[src/hdl/assert_macros.svh]
// Assertion helpers shared by the RTL files.
`ifndef ASSERT_MACROS_SVH
`define ASSERT_MACROS_SVH

`ifndef ASSERT_OFF

// Checked on every rising clock edge outside reset.
`define VQNC_ASSERT(name, prop) \
   name: assert property (@(posedge clock) disable iff (reset) prop) \
      else $error("vqnc: check failed");

// Checked on every rising clock edge, reset included.
`define VQNC_ASSERT_NORST(name, prop) \
   name: assert property (@(posedge clock) prop) \
      else $error("vqnc: check failed");

`else

`define VQNC_ASSERT(name, prop)
`define VQNC_ASSERT_NORST(name, prop)

`endif

`endif

[src/hdl/vqnc_pkg.sv]
package vqnc_pkg;

   // Sizing
   localparam int MAX_CODEWORDS = 256;
   localparam int MAX_DIMS      = 16;
   localparam int CW_W          = (MAX_CODEWORDS > 1) ? $clog2(MAX_CODEWORDS) : 1;
   localparam int DIM_W         = (MAX_DIMS > 1) ? $clog2(MAX_DIMS) : 1;
   localparam int MEM_DEPTH     = MAX_CODEWORDS * MAX_DIMS;
   localparam int MEM_ADDR_W    = $clog2(MEM_DEPTH);

   // Field widths
   localparam int ENTRY_W   = 8;
   localparam int ELEMENT_W = 4;
   localparam int VALUE_W   = 16;
   localparam int WINNER_W  = 8;
   localparam int DIST_W    = 36;
   localparam int DIFF_W    = VALUE_W + 1;
   localparam int SQ_W      = 2 * DIFF_W;
   localparam int SUM_W     = DIST_W + 1;

   // Beat layout
   localparam int REQ_DATA_W = 32;
   localparam int RSP_DATA_W = 48;

   // Configuration
   localparam int CSR_IDX_W  = 1;
   localparam int CSR_DATA_W = 9;
   localparam int CFG_CW_W   = 9;
   localparam int CFG_DIM_W  = 5;
   localparam int CFG_CW_RESET  = 256;
   localparam int CFG_DIM_RESET = 16;

   localparam logic [DIST_W-1:0] DIST_SAT = {DIST_W{1'b1}};

   typedef enum logic [CSR_IDX_W-1:0] {
      CSR_CODEWORDS_USED = 1'b0,
      CSR_DIMS_USED      = 1'b1
   } vqnc_csr_type;

   typedef enum logic {
      OP_WRITE = 1'b0,
      OP_QUERY = 1'b1
   } vqnc_op_type;

   typedef enum logic [2:0] {
      ST_CLEAR,
      ST_IDLE,
      ST_WALK,
      ST_DRAIN,
      ST_PUT
   } vqnc_state_type;

   // One element step of the search, sequencer to distance unit
   typedef struct packed {
      logic             valid;
      logic             first;
      logic             last;
      logic             final_cw;
      logic [CW_W-1:0]  cw;
      logic [DIM_W-1:0] dim;
   } vqnc_step_type;

   // Query element store write
   typedef struct packed {
      logic               we;
      logic [DIM_W-1:0]   idx;
      logic [VALUE_W-1:0] value;
   } vqnc_qwr_type;

   // Codebook memory access
   typedef struct packed {
      logic                  we;
      logic [MEM_ADDR_W-1:0] waddr;
      logic [VALUE_W-1:0]    wdata;
      logic [MEM_ADDR_W-1:0] raddr;
   } vqnc_mem_type;

   // Search outcome
   typedef struct packed {
      logic              done;
      logic [CW_W-1:0]   winner;
      logic [DIST_W-1:0] distance;
   } vqnc_result_type;

endpackage

[src/hdl/vqnc_dist.sv]
`include "assert_macros.svh"

module vqnc_dist (
   input  logic                           clock,
   input  logic                           reset,
   input  vqnc_pkg::vqnc_qwr_type         qwr,
   input  vqnc_pkg::vqnc_step_type        step,
   input  logic [vqnc_pkg::VALUE_W-1:0]   rd_data,
   output vqnc_pkg::vqnc_result_type      result
);

   import vqnc_pkg::*;

   logic [VALUE_W-1:0]        query_ff [MAX_DIMS];
   vqnc_step_type             step_d1_ff, step_d1_in;
   vqnc_step_type             step_d2_ff, step_d2_in;
   logic [VALUE_W-1:0]        q_d1_ff, q_d1_in;
   logic [SQ_W-1:0]           sq_ff, sq_in;
   logic [DIST_W-1:0]         acc_ff, acc_in;
   logic [CW_W-1:0]           best_cw_ff, best_cw_in;
   logic [DIST_W-1:0]         best_dist_ff, best_dist_in;
   logic                      done_ff, done_in;
   logic signed [DIFF_W-1:0]  diff;
   logic signed [SQ_W-1:0]    prod;
   logic [SUM_W-1:0]          sum;
   logic                      take;

   // Query element store, written while idle
   always_ff @(posedge clock) begin
      if (qwr.we) begin
         query_ff[qwr.idx] <= qwr.value;
      end
   end

   // Stage 1: codebook word arrives from RAM, query element alongside
   always_comb begin
      step_d1_in = step;
      q_d1_in    = query_ff[step.dim];
   end

   // Stage 2: difference and square
   always_comb begin
      diff       = $signed({rd_data[VALUE_W-1], rd_data})
                 - $signed({q_d1_ff[VALUE_W-1], q_d1_ff});
      prod       = diff * diff;
      sq_in      = $unsigned(prod);
      step_d2_in = step_d1_ff;
   end

   // Stage 3: saturating accumulate and best-so-far compare
   always_comb begin
      sum = (step_d2_ff.first ? '0 : {1'b0, acc_ff}) + SUM_W'(sq_ff);
      acc_in = acc_ff;
      if (step_d2_ff.valid) begin
         acc_in = sum[DIST_W] ? DIST_SAT : sum[DIST_W-1:0];
      end
      take = step_d2_ff.valid && step_d2_ff.last
          && (step_d2_ff.cw == '0 || acc_in < best_dist_ff);
      best_cw_in   = take ? step_d2_ff.cw : best_cw_ff;
      best_dist_in = take ? acc_in : best_dist_ff;
      done_in      = step_d2_ff.valid && step_d2_ff.last && step_d2_ff.final_cw;
   end

   always_ff @(posedge clock) begin
      if (reset) begin
         step_d1_ff <= '0;
         step_d2_ff <= '0;
         done_ff    <= 1'b0;
      end else begin
         step_d1_ff <= step_d1_in;
         step_d2_ff <= step_d2_in;
         done_ff    <= done_in;
      end
   end

   always_ff @(posedge clock) begin
      q_d1_ff      <= q_d1_in;
      sq_ff        <= sq_in;
      acc_ff       <= acc_in;
      best_cw_ff   <= best_cw_in;
      best_dist_ff <= best_dist_in;
   end

   assign result.done     = done_ff;
   assign result.winner   = best_cw_ff;
   assign result.distance = best_dist_ff;

   // Elements of one codevector reach the accumulator back to back
   `VQNC_ASSERT(a_elems_contiguous, step_d2_ff.valid && !step_d2_ff.first |-> $past(step_d2_ff.valid))
   // One completion per search
   `VQNC_ASSERT(a_done_single, done_ff |=> !done_ff)

endmodule

[config.mk]
export PLATFORM = sky130hd
export DESIGN_NAME = vqnc_dist
export DESIGN_NICKNAME = d
export VERILOG_FILES = /design/src/hdl/vqnc_pkg.sv /design/src/hdl/vqnc_dist.sv
export VERILOG_INCLUDE_DIRS = /design/src /design/src/hdl
export SDC_FILE = /design/constraint.sdc
export NUM_CORES = 1
export LEC_CHECK = 0
export BUFFER_PORTS_ARGS = -buffer_cell sky130_fd_sc_hd__buf_2
export CORE_MARGIN = 5
export CORE_UTILIZATION = 40
export DETAILED_ROUTE_END_ITERATION = 16
export GPL_TIMING_DRIVEN = 0
export PLACE_DENSITY = 0.54
export SLEW_MARGIN = 10
export SYNTH_ARGS = -nofsm -noshare
export SYNTH_HDL_FRONTEND = slang
export SYNTH_SLANG_ARGS = --single-unit
[constraint.sdc]
create_clock -name clock -period 11.3 [get_ports clock]
set_clock_uncertainty 0.15 [all_clocks]
set_input_delay 1.13 -clock clock [delete_from_list [all_inputs] [get_ports clock]]
set_output_delay 1.13 -clock clock [all_outputs]
set_load 0.02 [all_outputs]
* Word-level counts from Yosys, hierarchy flattened *
Memory sizes are Yosys's and may differ from the RTL's. A register that Yosys moved wholly into a read port is not among the register bits.
Cells that the tools add are included.

cells by class
  add/sub/neg operators = 2
  multiplexer cells = 5
  multiply operators = 1
  reductions and logical operators = 5
  magnitude comparators = 1

operators by type and width
  cell               count
  $mux 36            3
  $add 36x34->37     1
  $lt 36x36->1       1
  $mul 17x17->34     1
  $sub 16x16->17     1
  $logic_not 8->1    1
  $logic_and 1x1->1  3
  $mux 1             2
  $logic_or 1x1->1   1

storage, ports and cells
  logic and storage cells = 30
  bits in registers = 139
  memories kept = 1
  memory bits (writable) = 256
  output and inout port bits = 45

memories
  name      depth  bits a word  rd ports  clocked after memory_dff  wr ports  RTL line         RTL
  query_ff  16     16           1         1                         1         vqnc_dist.sv:14  logic [VALUE_W-1:0] query_ff [MAX_DIMS];

* Logic depth before layout (Yosys ltp) *
  word-level depth = 7
  depth in mapped cells = 36

* Worst setup path after synthesis *
OpenSTA, ideal clock, no wires.

  path kind = input to register
  from = input rd_data[0] (netlist bit)
  to = register sq_ff[33]
  slack = 2467 ps
  arrival time = 8562 ps
  setup time = 121 ps
  data required time = 11029 ps
  stages on the path = 34
  cell sequence = inv_1 > ha_1 > inv_1 > fa_1 > a21o_1 > a21oi_1 > o21ai_0 > nand3_1 > a31oi_1 > a21oi_1 > nor2b_1 > a2bb2oi_2 > inv_1 > clkbuf_1 > nand2_1 > fa_1 > inv_1 > fa_1 > inv_1 > fa_1 > inv_1 > fa_1 > fa_1 > inv_1 > fa_1 > inv_1 > ha_1 > o21ai_0 > a21o_1 > a221o_1 > a211oi_1 > a41o_1 > o221ai_1 > xnor2_1

between the ends
  word-level cells in the longest chain between the ends = 2

RTL lines
  what                    RTL line         RTL
  start: declaration      vqnc_dist.sv:8   input logic [vqnc_pkg::VALUE_W-1:0] rd_data,
  $sub 16x16->17          vqnc_dist.sv:44  - $signed({q_d1_ff[VALUE_W-1], q_d1_ff});
  $mul 17x17->34          vqnc_dist.sv:45  prod = diff * diff;
  named net prod[33]      vqnc_dist.sv:24  logic signed [SQ_W-1:0] prod;
  end signal: assignment  vqnc_dist.sv:78  sq_ff <= sq_in;
  end: declaration        vqnc_dist.sv:18  logic [SQ_W-1:0] sq_ff, sq_in;

The timed path passes the listed nets, and every way through them passes these cells.
A chain may end at the register's enable or synchronous reset.

* Worst setup path after layout *
Same ends and word-level chain as after synthesis.

==> flow_summary.json <==
{
  "run_status": "finished clean",
  "layout_common_cells": "inv_1, edfxtp_1, fa_1, ha_1, nor2_1",
  "synth-seq-cells": 410,
  "slew_viol_final": 0,
  "finalWeightedCongestion": 0.8725,
  "hold_start": "step_d2_ff[4]",
  "routed_wl_um": 63990,
  "cts_buffers": 45,
  "cp_common_cell": "fa_1",
  "max_stage_delay_ns": 0.97,
  "clk_pin_slew_worst_paths_ns": 0.06,
  "timing.rr.end": "sq_ff[33]",
  "r2r_cells": 32,
  "synth_nets": 2754,
  "globalRouteTotalUtil_pct": 17.65,
  "critPathSlowestCell": "xnor2_1",
  "antenna_found_initial": 2,
  "core_area_um2": 67400,
  "htree_levels": 2,
  "grt_max_degree": 22,
  "cts_max_path_buffers": 3,
  "detailed_place_hpwl_um": 50020,
  "cp.arrival_ns": 10.66,
  "max_freq_mhz": 96.53,
  "synth_top_cell_by_area": "edfxtp_1",
  "fp.dieH_um": 271.3,
  "cts_sinks": 410,
  "cts_setup_buffers": 0,
  "hold_path_class": "reg2reg",
  "synth_top_area_share_pct": 32.98,
  "cts_tree": "built",
  "fin_setup_tns_ns": 0,
  "async_flop_share_pct": 0,
  "cts_hold_buf": 0,
  "rows": 95,
  "drive_gt1_share_pct": 12.36,
  "hold_ws_ns": 0.2861,
  "start_kind": "primary input",
  "ys_seq_area_share_pct": 41.04,
  "critPathMaxFanout": 10,
  "r2r_start": "q_d1_ff[0]",
  "dpl_cell_area_um2": 29280,
  "rsz0062_at_grt": "no",
  "syn_inst": 2259,
  "cts_root_buf": "clkbuf_16",
  "worst_pin_slew_ns": 1.264,
  "wl_per_cell_um": 19.20,
  "final_common_cell": "inv_1",
  "remaining_drc_errors": 0,
  "syn_to_final_growth_pct": 12.30,
  "pre_cts_ws_ns": 0.4511,
  "ant_nets": 0,
  "layout.nets": 2917,
  "die_area_um2": 73620,
  "slew_headroom_pct": 15.15,
  "cp-startpoint": "rd_data[0]",
  "port_buffers": 95,
  "synth_cell_type_count": 79,
  "period_share_pct": 91.68,
  "via_per_inst": 5.088,
  "drv_cap": 0,
  "grt_pass1_wl_um": 102200,
  "ios": 100,
  "grt_overflow_total": 0,
  "post_cts_resized": 0,
  "avgSynthCellArea_um2": 12.09,
  "start_util_pct": 40.53,
  "route.vias.total": 16960,
  "grt_pass1_vias": 18260,
  "min_path_cells": 0,
  "drtPass1Iterations": 5,
  "finalSetupViolations": 0,
  "setup_slack_ns": 0.9402,
  "die_w_um": 271.3,
  "synth_area_um2": 27320,
  "clock_latency_ns": 0.57,
  "cp.required_ns": 11.60,
  "fin_area_um2": 30680,
  "yosys_warnings": 0,
  "finalHoldViolations": 0,
  "synth-edff-count": 300,
  "worstSetupEndpoint": "sq_ff[33]",
  "end_kind": "flip-flop",
  "r2r_slack_ns": 1.34,
  "crit_type": "in2reg",
  "drt_iter0_drc": 842,
  "post-route-min-period_ns": 10.36,
  "synth.area.top_cells": "edfxtp_1, fa_1, dfxtp_1",
  "synthFlopType": "edfxtp_1"
}
-- stage by stage --
| stage | util, % | cells |
|---|---|---|
| after floorplan | - | 2259 |
| after global placement | 42.86 | 3227 |
| after detailed placement | 43.45 | 3248 |
| after CTS | 45.50 | 3332 |
| after global routing | 45.51 | 3332 |
| final | 45.52 | 3333 |
-- per-layer routing --
metal,vias up,global-route usage [%],share of wire (%)
met5,-,0,0
met4,0,5.230,2.9
met3,98,2.826,4.6
met2,362,30.91,50
met1,8561,22.73,42
li1,7936,-,-
-- how the worst min path moves through the flow --
stage,endpoint,slack (ns)
finish,best_cw_ff[0],0.29
global route,best_cw_ff[0],0.30
CTS,best_cw_ff[0],0.29
detailed placement,best_cw_ff[4],0.27
global placement,best_cw_ff[5],0.26
floorplan,best_cw_ff[1],0.26
-- worst max-delay path, delay by kind of cell --
family          cells  cell delay, ns
simple gates        3            0.49
xor+xnor            2            1.12
buf+inv             9            1.37
compound gates     11            2.75
fa+ha+maj           9            3.77
-- flip-flops by register name (all words and copies together), names as in the netlist --
name          count
query_ff        256
acc_ff           36
best_dist_ff     36
sq_ff            33
q_d1_ff          16
step_d1_ff       12
step_d2_ff       12
best_cw_ff        8
done_ff           1
-- area by class of cell --
cell class / instances / area (µm²)
plain buffers: 60 / 254.0
inverters: 427 / 1603
clock inverters: 26 / 198.9
fillers: 6186 / 36720
well taps: 873 / 1092
diodes: 1 / 2.502
multi-input cells: 1362 / 14330
flip-flops and latches: 410 / 11210
repair buffers: 116 / 795.8
clock buffers: 58 / 1185
-- logic make-up (layout without fill, tap and decap cells) --
group	count (synthesis)	after routing	share of synthesized area (%)
xor gates and xnor gates	78	78	2.501
and+or+nand+nor	481	481	8.396
AOI/OAI and AO/OA	281	281	6.994
other	0	1	0
DFF	410	410	41.04
buffers and inverters	487	687	6.797
adders and majority gates	440	440	27.60
muxes	82	82	6.669
-- cell usage after synthesis, drive strengths merged (8+ instances only) --
library cell	instances
o21a	14
nand2b	17
dfxtp	110
nand4	8
nor2b	70
nand2	130
a21o	35
nor2	154
edfxtp	300
ha	169
buf	16
o22a	8
clkbuf	44
fa	271
o21ai	41
a21oi	96
nand3	18
xnor2	56
inv	423
a31oi	14
or3	8
o21bai	9
o211ai	9
and2	21
nor3	20
xor2	22
a211oi	10
mux4	80
and3	9
Power is left out: the tool's default activity adds up to more than one toggle a clock period on the data nets, which glitch-free logic cannot reach.
