===== src/hdl/assert_macros.svh =====
// Assertion helpers shared by the RTL files.
`ifndef ASSERT_MACROS_SVH
`define ASSERT_MACROS_SVH

`ifndef ASSERT_OFF

// Checked on every rising clock edge outside reset.
`define VQNC_ASSERT(name, prop) \
   name: assert property (@(posedge clock) disable iff (reset) prop) \
      else $error("vqnc: check failed");

// Checked on every rising clock edge, reset included.
`define VQNC_ASSERT_NORST(name, prop) \
   name: assert property (@(posedge clock) prop) \
      else $error("vqnc: check failed");

`else

`define VQNC_ASSERT(name, prop)
`define VQNC_ASSERT_NORST(name, prop)

`endif

`endif


===== src/hdl/vqnc_pkg.sv =====
package vqnc_pkg;

   // Sizing
   localparam int MAX_CODEWORDS = 256;
   localparam int MAX_DIMS      = 16;
   localparam int CW_W          = (MAX_CODEWORDS > 1) ? $clog2(MAX_CODEWORDS) : 1;
   localparam int DIM_W         = (MAX_DIMS > 1) ? $clog2(MAX_DIMS) : 1;
   localparam int MEM_DEPTH     = MAX_CODEWORDS * MAX_DIMS;
   localparam int MEM_ADDR_W    = $clog2(MEM_DEPTH);

   // Field widths
   localparam int ENTRY_W   = 8;
   localparam int ELEMENT_W = 4;
   localparam int VALUE_W   = 16;
   localparam int WINNER_W  = 8;
   localparam int DIST_W    = 36;
   localparam int DIFF_W    = VALUE_W + 1;
   localparam int SQ_W      = 2 * DIFF_W;
   localparam int SUM_W     = DIST_W + 1;

   // Beat layout
   localparam int REQ_DATA_W = 32;
   localparam int RSP_DATA_W = 48;

   // Configuration
   localparam int CSR_IDX_W  = 1;
   localparam int CSR_DATA_W = 9;
   localparam int CFG_CW_W   = 9;
   localparam int CFG_DIM_W  = 5;
   localparam int CFG_CW_RESET  = 256;
   localparam int CFG_DIM_RESET = 16;

   localparam logic [DIST_W-1:0] DIST_SAT = {DIST_W{1'b1}};

   typedef enum logic [CSR_IDX_W-1:0] {
      CSR_CODEWORDS_USED = 1'b0,
      CSR_DIMS_USED      = 1'b1
   } vqnc_csr_type;

   typedef enum logic {
      OP_WRITE = 1'b0,
      OP_QUERY = 1'b1
   } vqnc_op_type;

   typedef enum logic [2:0] {
      ST_CLEAR,
      ST_IDLE,
      ST_WALK,
      ST_DRAIN,
      ST_PUT
   } vqnc_state_type;

   // One element step of the search, sequencer to distance unit
   typedef struct packed {
      logic             valid;
      logic             first;
      logic             last;
      logic             final_cw;
      logic [CW_W-1:0]  cw;
      logic [DIM_W-1:0] dim;
   } vqnc_step_type;

   // Query element store write
   typedef struct packed {
      logic               we;
      logic [DIM_W-1:0]   idx;
      logic [VALUE_W-1:0] value;
   } vqnc_qwr_type;

   // Codebook memory access
   typedef struct packed {
      logic                  we;
      logic [MEM_ADDR_W-1:0] waddr;
      logic [VALUE_W-1:0]    wdata;
      logic [MEM_ADDR_W-1:0] raddr;
   } vqnc_mem_type;

   // Search outcome
   typedef struct packed {
      logic              done;
      logic [CW_W-1:0]   winner;
      logic [DIST_W-1:0] distance;
   } vqnc_result_type;

endpackage


===== src/hdl/vqnc_seq.sv =====
`include "assert_macros.svh"

module vqnc_seq (
   input  logic                              clock,
   input  logic                              reset,
   input  logic                              csr_we,
   input  logic [vqnc_pkg::CSR_IDX_W-1:0]    csr_index,
   input  logic [vqnc_pkg::CSR_DATA_W-1:0]   csr_wdata,
   input  logic                              req_valid,
   output logic                              req_ready,
   input  logic                              req_op,
   input  logic [vqnc_pkg::ENTRY_W-1:0]      req_entry,
   input  logic [vqnc_pkg::ELEMENT_W-1:0]    req_element,
   input  logic [vqnc_pkg::VALUE_W-1:0]      req_value,
   input  logic                              req_last,
   input  logic                              rsp_free,
   input  logic                              walk_done,
   output vqnc_pkg::vqnc_mem_type            mem,
   output vqnc_pkg::vqnc_step_type           step,
   output vqnc_pkg::vqnc_qwr_type            qwr,
   output logic                              rsp_load
);

   import vqnc_pkg::*;

   vqnc_state_type         state_ff, state_in;
   logic [MEM_ADDR_W-1:0]  clr_ff, clr_in;
   logic [CW_W-1:0]        cw_ff, cw_in;
   logic [DIM_W-1:0]       dim_ff, dim_in;
   logic [CFG_CW_W-1:0]    cw_cfg_ff, cw_cfg_in;
   logic [CFG_DIM_W-1:0]   dim_cfg_ff, dim_cfg_in;
   logic [CW_W-1:0]        cw_last;
   logic [DIM_W-1:0]       dim_last;
   logic                   accept;
   logic                   is_query;
   logic                   wr_in_range;
   logic                   walk_end;

   // Configuration registers
   always_comb begin
      cw_cfg_in  = cw_cfg_ff;
      dim_cfg_in = dim_cfg_ff;
      if (csr_we) begin
         unique case (vqnc_csr_type'(csr_index))
            CSR_CODEWORDS_USED: cw_cfg_in  = csr_wdata[CFG_CW_W-1:0];
            CSR_DIMS_USED:      dim_cfg_in = csr_wdata[CFG_DIM_W-1:0];
         endcase
      end
   end

   // Clamp counts to 1..max, kept as last index
   always_comb begin
      int n;
      int d;
      n = int'(cw_cfg_ff);
      d = int'(dim_cfg_ff);
      if (n < 1) n = 1;
      if (n > MAX_CODEWORDS) n = MAX_CODEWORDS;
      if (d < 1) d = 1;
      if (d > MAX_DIMS) d = MAX_DIMS;
      cw_last  = CW_W'(n - 1);
      dim_last = DIM_W'(d - 1);
   end

   assign accept      = req_valid && req_ready;
   assign is_query    = vqnc_op_type'(req_op) == OP_QUERY;
   assign wr_in_range = int'(req_entry) < MAX_CODEWORDS && int'(req_element) < MAX_DIMS;
   assign walk_end    = cw_ff == cw_last && dim_ff == dim_last;

   // Next state
   always_comb begin
      state_in = state_ff;
      unique case (state_ff)
         ST_CLEAR: if (clr_ff == MEM_ADDR_W'(MEM_DEPTH - 1)) state_in = ST_IDLE;
         ST_IDLE:  if (accept && is_query && req_last) state_in = ST_WALK;
         ST_WALK:  if (walk_end) state_in = ST_DRAIN;
         ST_DRAIN: if (walk_done) state_in = ST_PUT;
         ST_PUT:   if (rsp_free) state_in = ST_IDLE;
         default:  state_in = ST_IDLE;
      endcase
   end

   // Clear address and walk counters
   always_comb begin
      clr_in = clr_ff;
      cw_in  = cw_ff;
      dim_in = dim_ff;
      unique case (state_ff)
         ST_CLEAR: clr_in = clr_ff + 1'b1;
         ST_IDLE: begin
            cw_in  = '0;
            dim_in = '0;
         end
         ST_WALK: begin
            if (dim_ff == dim_last) begin
               dim_in = '0;
               cw_in  = cw_ff + 1'b1;
            end else begin
               dim_in = dim_ff + 1'b1;
            end
         end
         default: ;
      endcase
   end

   // Outputs
   always_comb begin
      req_ready     = 1'b0;
      mem.we        = 1'b0;
      mem.waddr     = MEM_ADDR_W'(MEM_ADDR_W'(req_entry) * MEM_ADDR_W'(MAX_DIMS)
                    + MEM_ADDR_W'(req_element));
      mem.wdata     = req_value;
      mem.raddr     = MEM_ADDR_W'(MEM_ADDR_W'(cw_ff) * MEM_ADDR_W'(MAX_DIMS)
                    + MEM_ADDR_W'(dim_ff));
      qwr.we        = 1'b0;
      qwr.idx       = DIM_W'(req_element);
      qwr.value     = req_value;
      step.valid    = 1'b0;
      step.first    = dim_ff == '0;
      step.last     = dim_ff == dim_last;
      step.final_cw = cw_ff == cw_last;
      step.cw       = cw_ff;
      step.dim      = dim_ff;
      rsp_load      = 1'b0;
      unique case (state_ff)
         ST_CLEAR: begin
            mem.we    = 1'b1;
            mem.waddr = clr_ff;
            mem.wdata = '0;
         end
         ST_IDLE: begin
            req_ready = 1'b1;
            mem.we    = accept && !is_query && wr_in_range;
            qwr.we    = accept && is_query && int'(req_element) < MAX_DIMS;
         end
         ST_WALK:  step.valid = 1'b1;
         ST_PUT:   rsp_load   = rsp_free;
         default: ;
      endcase
   end

   always_ff @(posedge clock) begin
      if (reset) begin
         state_ff   <= ST_CLEAR;
         clr_ff     <= '0;
         cw_ff      <= '0;
         dim_ff     <= '0;
         cw_cfg_ff  <= CFG_CW_W'(CFG_CW_RESET);
         dim_cfg_ff <= CFG_DIM_W'(CFG_DIM_RESET);
      end else begin
         state_ff   <= state_in;
         clr_ff     <= clr_in;
         cw_ff      <= cw_in;
         dim_ff     <= dim_in;
         cw_cfg_ff  <= cw_cfg_in;
         dim_cfg_ff <= dim_cfg_in;
      end
   end

   // The distance unit finishes only after the walk has been issued
   `VQNC_ASSERT(a_done_in_drain, $rose(walk_done) |-> state_ff == ST_DRAIN)
   // Element counter stays inside the active dimensions
   `VQNC_ASSERT_NORST(a_dim_bound, state_ff == ST_WALK |-> dim_ff <= dim_last)

endmodule


===== config.mk =====
export PLATFORM = sky130hd
export DESIGN_NAME = vqnc_seq
export DESIGN_NICKNAME = d
export VERILOG_FILES = /design/src/hdl/vqnc_pkg.sv /design/src/hdl/vqnc_seq.sv
export VERILOG_INCLUDE_DIRS = /design/src /design/src/hdl
export SDC_FILE = /design/constraint.sdc
export NUM_CORES = 1
export LEC_CHECK = 0
export ABC_AREA = 0
export BUFFER_PORTS_ARGS = -buffer_cell sky130_fd_sc_hd__buf_2
export CORE_UTILIZATION = 44
export CTS_CLUSTER_DIAMETER = 30
export DETAILED_ROUTE_END_ITERATION = 8
export GPL_TIMING_DRIVEN = 0
export PLACE_DENSITY = 0.75
export SLEW_MARGIN = 25
export SYNTH_ARGS = -nofsm -noshare
export SYNTH_HDL_FRONTEND = slang
export SYNTH_SLANG_ARGS = --single-unit

===== constraint.sdc =====
create_clock -name clock -period 3.1 [get_ports clock]
set_clock_uncertainty 0.05 [all_clocks]
set_input_delay 0.62 -clock clock [delete_from_list [all_inputs] [get_ports clock]]
set_output_delay 0.62 -clock clock [all_outputs]
set_load 0.05 [all_outputs]

Word-level counts from Yosys, hierarchy flattened
Index checks and enable logic that the tools add are counted.

word-level totals
  bits in registers = 41
  output and inout port bits = 80
  logic and storage cells = 64
  bits of input ports = 46

operators by class
  eq/ne operators = 13
  mux-type cells = 20
  $add $sub $neg = 7
  $lt $le $gt $ge = 4
  bitwise operators = 1
  reduce and logical (&&, ||, !) cells = 13

operators by type and width
  cell                     number
  $mux W28                 1
  $add A12 B4 Y12          2
  $mux W8                  2
  $pmux W8 S2              1
  $mux W3                  5
  $pmux W3 S5              1
  $add A12 B1 Y12 const B  1
  $eq A12 B12 Y1 const B   1
  $ne A2 B2 Y1 const B     6
  $gt A9 B9 Y1 const B     1
  $lt A9 B1 Y1 const B     1
  $mux W9                  1
  $add A8 B1 Y8 const B    1
  $eq A8 B8 Y1             1
  $mux W4                  2
  $pmux W4 S2              1
  $sub A8 B2 Y8 const B    1
  $eq A3 B2 Y1 const B     2
  $reduce_and A2 Y1        3
  $gt A5 B5 Y1 const B     1
  $logic_and A1 B1 Y1      5
  $lt A5 B1 Y1 const B     1
  $mux W5                  1
  $reduce_and A5 Y1        1
  other kinds (12)         15

Longest topological paths before layout
  depth in word-level cells = 9
  gate-level depth with buffers = 11
  mapped depth without buffers = 9

Least setup slack after synthesis
OpenSTA, ideal clock, no wires.

  path type = flip-flop to output port
  from = register cw_cfg_ff[8]
  to = output step[12] (netlist name)
  stages on the path, launching flop included = 12
  slack = -618 ps
  buffers on the path = 2
  arrival = 3048 ps
  cell sequence = dfxtp_1 buf_1 inv_1 a32oi_1 ha_1 clkbuf_1 or3b_1 a211oi_1 o211ai_1 nor4_1 o31ai_1 nor2_1

RTL lines
  what                      RTL line         text
  start: declaration        vqnc_seq.sv:30   logic [CFG_CW_W-1:0] cw_cfg_ff, cw_cfg_in;
  start signal: assignment  vqnc_seq.sv:148  cw_cfg_ff <= CFG_CW_W'(CFG_CW_RESET);
  start signal: assignment  vqnc_seq.sv:155  cw_cfg_ff <= cw_cfg_in;
  end: declaration          vqnc_seq.sv:19   output vqnc_pkg::vqnc_step_type step,

==> summary.md <==
| Metric | Value |
|---|---|
| Status | `finished with violations` |
| Failing checks | `design-rule violations, negative setup slack` |
| Clock group share of total power | `0.215` |
| GRT overflow | `0` |
| Nets | `568` |
| CTS tree | `yes` |
| Syn_nets | `427` |
| DIE HEIGHT | `84.0 µm` |
| Crit path launch type | `flip-flop` |
| Tcrit/Tclk final | `1.06` |
| Fmax | `0.305 GHz` |
| GR peak layer | `met2` |
| Synth cell types | `60` |
| Via count | `3,165` |
| Inserted Clock Buffers | `5` |
| EDFF count, synth | `0` |
| Root buffer cell | `clkbuf_8` |
| Combinational share of power | `0.426` |
| Worst r2r src | `dim_cfg_ff[1]` |
| Worst Tran Pin Value | `0.531 ns` |
| Final Cell Area | `0.00401 mm²` |
| Worst hold start | `dim_cfg_ff[0]` |
| Core Region | `0.00642 mm²` |
| Antenna cells | `0` |
| H-tree depth | `2` |
| Avg Inst Size Synth | `7.90 µm²` |
| Worst skew pair latency | `0.29 ns` |
| Flop pwr share | `0.359` |
| Switch Pwr | `0.672 mW` |
| GPL Wtd Cong | `0.830` |
| Global routing usage on met1 | `0.265` |
| Iter 0 DRT Violations | `110` |
| Worst Hold Path Cells | `2` |
| Worst reg2reg path depth | `9` |
| Fin Hold WS | `0.432 ns` |
| PD cells | `408 mW/mm²` |
| Placed insts | `577` |
| YS warnings | `0` |
| Buf+Inv Stages, Crit Path | `2` |
| GRT met2 Usage | `0.392` |
| Largest net degree at the start of global routing | `12` |
| Die width | `84.0 µm` |
| Final count of hold timing violations | `0` |
| Setup Crit Path Kind | `reg -> out` |
| Total Wirelength | `7880 µm` |
| Top_reg_cell synth | `dfxtp_1` |
| Area contributors post-synth | `dfxtp_1 28%, buf_4 8.1%, nand2_1 6.0%` |
| Reg2Reg Setup Slack | `0.29 ns` |
| Setup WS post-layout | `-0.176 ns` |
| Critical Path Fanout Max | `5` |
| CP top delay family | `simple AND/OR/NAND/NOR gates` |
| Max VDD drop | `0.269 mV` |
| RSZ-0062 raised after global routing | `true` |
| Via count of the first global-routing pass | `2,827` |
| Cell mode on critical path | `nor4_4` |
| Final core occ | `0.624` |
| PortBufs | `125` |
| Cell Rows | `29` |
| Wire per inst | `13.3 µm` |
| Max Cap Viol | `0` |
| Critical Path RT | `2.43 ns` |
| Max-slew violation count | `0` |
| R2r endpoint | `state_ff[0]` |
| Area growth, synth to finish | `35.3%` |
| FFs w/ async S/R, synth | `0` |
| Area of the die | `0.00706 mm²` |
| Cell taking the most area after synthesis | `dfxtp_1` |
| Slew HR | `0.646` |
| Clk buf depth | `2` |
| Max stage delay on crit path | `0.38 ns` |
| Area after DPL | `0.00376 mm²` |
| Worst-path clk slew | `0.07 ns` |
| Register bit total from synthesis | `41` |
| CP Cell Sequence | `nor4_4 -> a32oi_4 -> ha_4 -> buf_4 -> xor2_1 -> xnor2_1 -> o211ai_1 -> nor4_4 -> o31ai_4 -> nor2_4 -> buf_6` |
| Drt first pass iters | `6` |
| Hold path endpoint | `dim_cfg_ff[0]` |
| DP HPWL | `6020 µm` |
| Sw Share | `0.411` |
| Number of I/O pins | `126` |
| Final ANT Viol Nets | `0` |
| Total GRT Usage | `0.219` |
| Int Pwr | `0.961 mW` |
| Leakage power | `1.84 nW` |
| First-pass GRT wire length | `12,600 µm` |
| Sequential element share of the synthesized area | `0.277` |
| Initial Util | `0.461` |
| Syn Inst Count | `375` |
| Slowest cell on crit path | `nor4_4` |
| Drt via density | `5.34` |
| Final Non-Filler Cells | `593` |
| Clock Sinks | `41` |
| Hold Crit Class | `reg -> reg` |
| Endpoints failing setup | `1` |
| DRC viols | `10` |
| Synthesized cell area | `0.00296 mm²` |
| Initial antenna violation count | `0` |
| Post-synth top area share | `0.277` |
| M3 GR Usage | `0.0406` |
| Filler cells | `548` |
| Fin crit period | `3.28 ns` |
| CP Capture Type | `primary output` |
| Share of cells above drive strength 1 | `0.444` |
| Critical Path AT | `2.61 ns` |
==> layer usage <==
| metal | share of wire | vias up |
|---|---|---|
| met5 | 0 | - |
| met2 | 0.50 | 108 |
| met1 | 0.43 | 1482 |
| met3 | 0.054 | 7 |
| li1 | - | 1568 |
| met4 | 0.012 | 0 |
==> power by group through the flow <==
| stage | combinational (mW) | clock [mW] | sequential [mW] |
|---|---|---|---|
| 4_1_cts | 0.689 | 0.357 | 0.586 |
| 5_1_grt | 0.737 | 0.378 | 0.592 |
| 3_3_place_gp | 0.657 | 0 | 0.600 |
| 2_1_floorplan | 0.511 | 0 | 0.606 |
| 3_5_place_dp | 0.668 | 0 | 0.602 |
| 6_report | 0.696 | 0.351 | 0.587 |
==> kinds of logic after synthesis <==
| logic type | share of synthesized area |
|---|---|
| AND/OR/NAND/NOR | 0.322 |
| multiplexers | 0.0625 |
| adder cells (fa/ha/maj) | 0.0253 |
| buffers and inverters | 0.114 |
| AO/OA/AOI/OAI | 0.143 |
| flip-flops | 0.277 |
| XOR/XNOR | 0.0562 |
==> cell usage in the layout, fill, tap and decap left out, drive strengths merged, types with 2 or more instances in the layout <==
master	instances
or4	5
or3b	3
o21bai	2
nor3b	2
o21ai	8
inv	7
nor4b	3
nand3	13
and2	3
nand3b	2
o31ai	3
mux2i	5
and4	3
o211ai	2
xnor2	5
a21oi	28
nand2b	3
dfxtp	41
nor2	25
or3	8
or2	5
nand2	47
a31oi	4
nor3	5
clkbuf	18
ha	6
nor2b	25
buf	173
or2b	3
a311oi	3
a221oi	2
and3	3
xor2	14
nand4	7
nor4	6
mux2	12
a41oi	2
a21o	2
==> tightest hold or removal path, cell delays in order (launching register included) <==
cell and delay (ns):
dfxtp_1 0.33, nand2_1 0.06, a21oi_1 0.05
==> per-stage QoR <==
step | power, mW | setup WS, ns | TNS [ns]
finish | 1.63 | -0.176 | -0.176
global route | 1.71 | -0.316 | -0.316
CTS | 1.63 | -0.185 | -0.185
detailed placement | 1.27 | -0.386 | -0.386
global placement | 1.26 | -0.322 | -0.322
floorplan | 1.12 | -0.0354 | -0.0354
==> sequential cells by signal, summed over array words and instances (netlist names) <==
signal and count:
clr_ff 12, cw_cfg_ff 9, dim_cfg_ff 5, dim_ff 4, state_ff 3, cw_ff 8
==> cell type report <==
cell class,count,area (µm²),area share
multi-input combinational,277,1930,0.481
sequential,41,841,0.210
timing repair buffer,136,721,0.180
buffer,48,310,0.0774
tap,77,96.3,0.0240
clock buffer,7,86.3,0.0215
inverter,7,26.3,0.00656
==> Yosys cell counts, types with 3 or more instances <==
| cell type | number |
|---|---|
| xnor2_1 | 5 |
| nor4_1 | 5 |
| or3_1 | 8 |
| a31oi_1 | 3 |
| or3b_1 | 3 |
| mux2i_1 | 5 |
| nand4_1 | 7 |
| dfxtp_1 | 41 |
| inv_1 | 6 |
| nand3_1 | 12 |
| and3_1 | 3 |
| buf_2 | 3 |
| nand2b_1 | 3 |
| mux2_2 | 12 |
| or4_1 | 3 |
| clkbuf_1 | 12 |
| buf_4 | 32 |
| xor2_1 | 14 |
| o31ai_1 | 3 |
| or2_2 | 4 |
| a311oi_1 | 3 |
| nor4b_1 | 3 |
| nor2b_1 | 25 |
| buf_1 | 3 |
| ha_1 | 6 |
| o21ai_0 | 6 |
| a21oi_1 | 27 |
| nor2_1 | 25 |
| nand2_1 | 47 |
| nor3_1 | 4 |
==> what timing repair did <==
item / CTS / global route
hold buffers: 0 / 0
hold endpoints to repair: 0 / 0
setup endpoints to repair: 2 / 2
setup buffers: 9 / 2
pin swaps: 11 / 3
resized for setup: 14 / 7
==> worst max path at each step <==
| stage | cells after the start | startpoint | endpoint | slack, ns |
|---|---|---|---|---|
| 6_report | 11 | cw_cfg_ff[4] | step[12] | -0.18 |
| 5_1_grt | 11 | cw_cfg_ff[4] | step[12] | -0.32 |
| 4_1_cts | 11 | cw_cfg_ff[8] | step[12] | -0.18 |
| 3_5_place_dp | 11 | cw_cfg_ff[6] | step[12] | -0.39 |
| 3_3_place_gp | 11 | cw_cfg_ff[6] | step[12] | -0.32 |
| 2_1_floorplan | 11 | cw_cfg_ff[3] | step[12] | -0.04 |
Power figures use the tool's default switching activity.
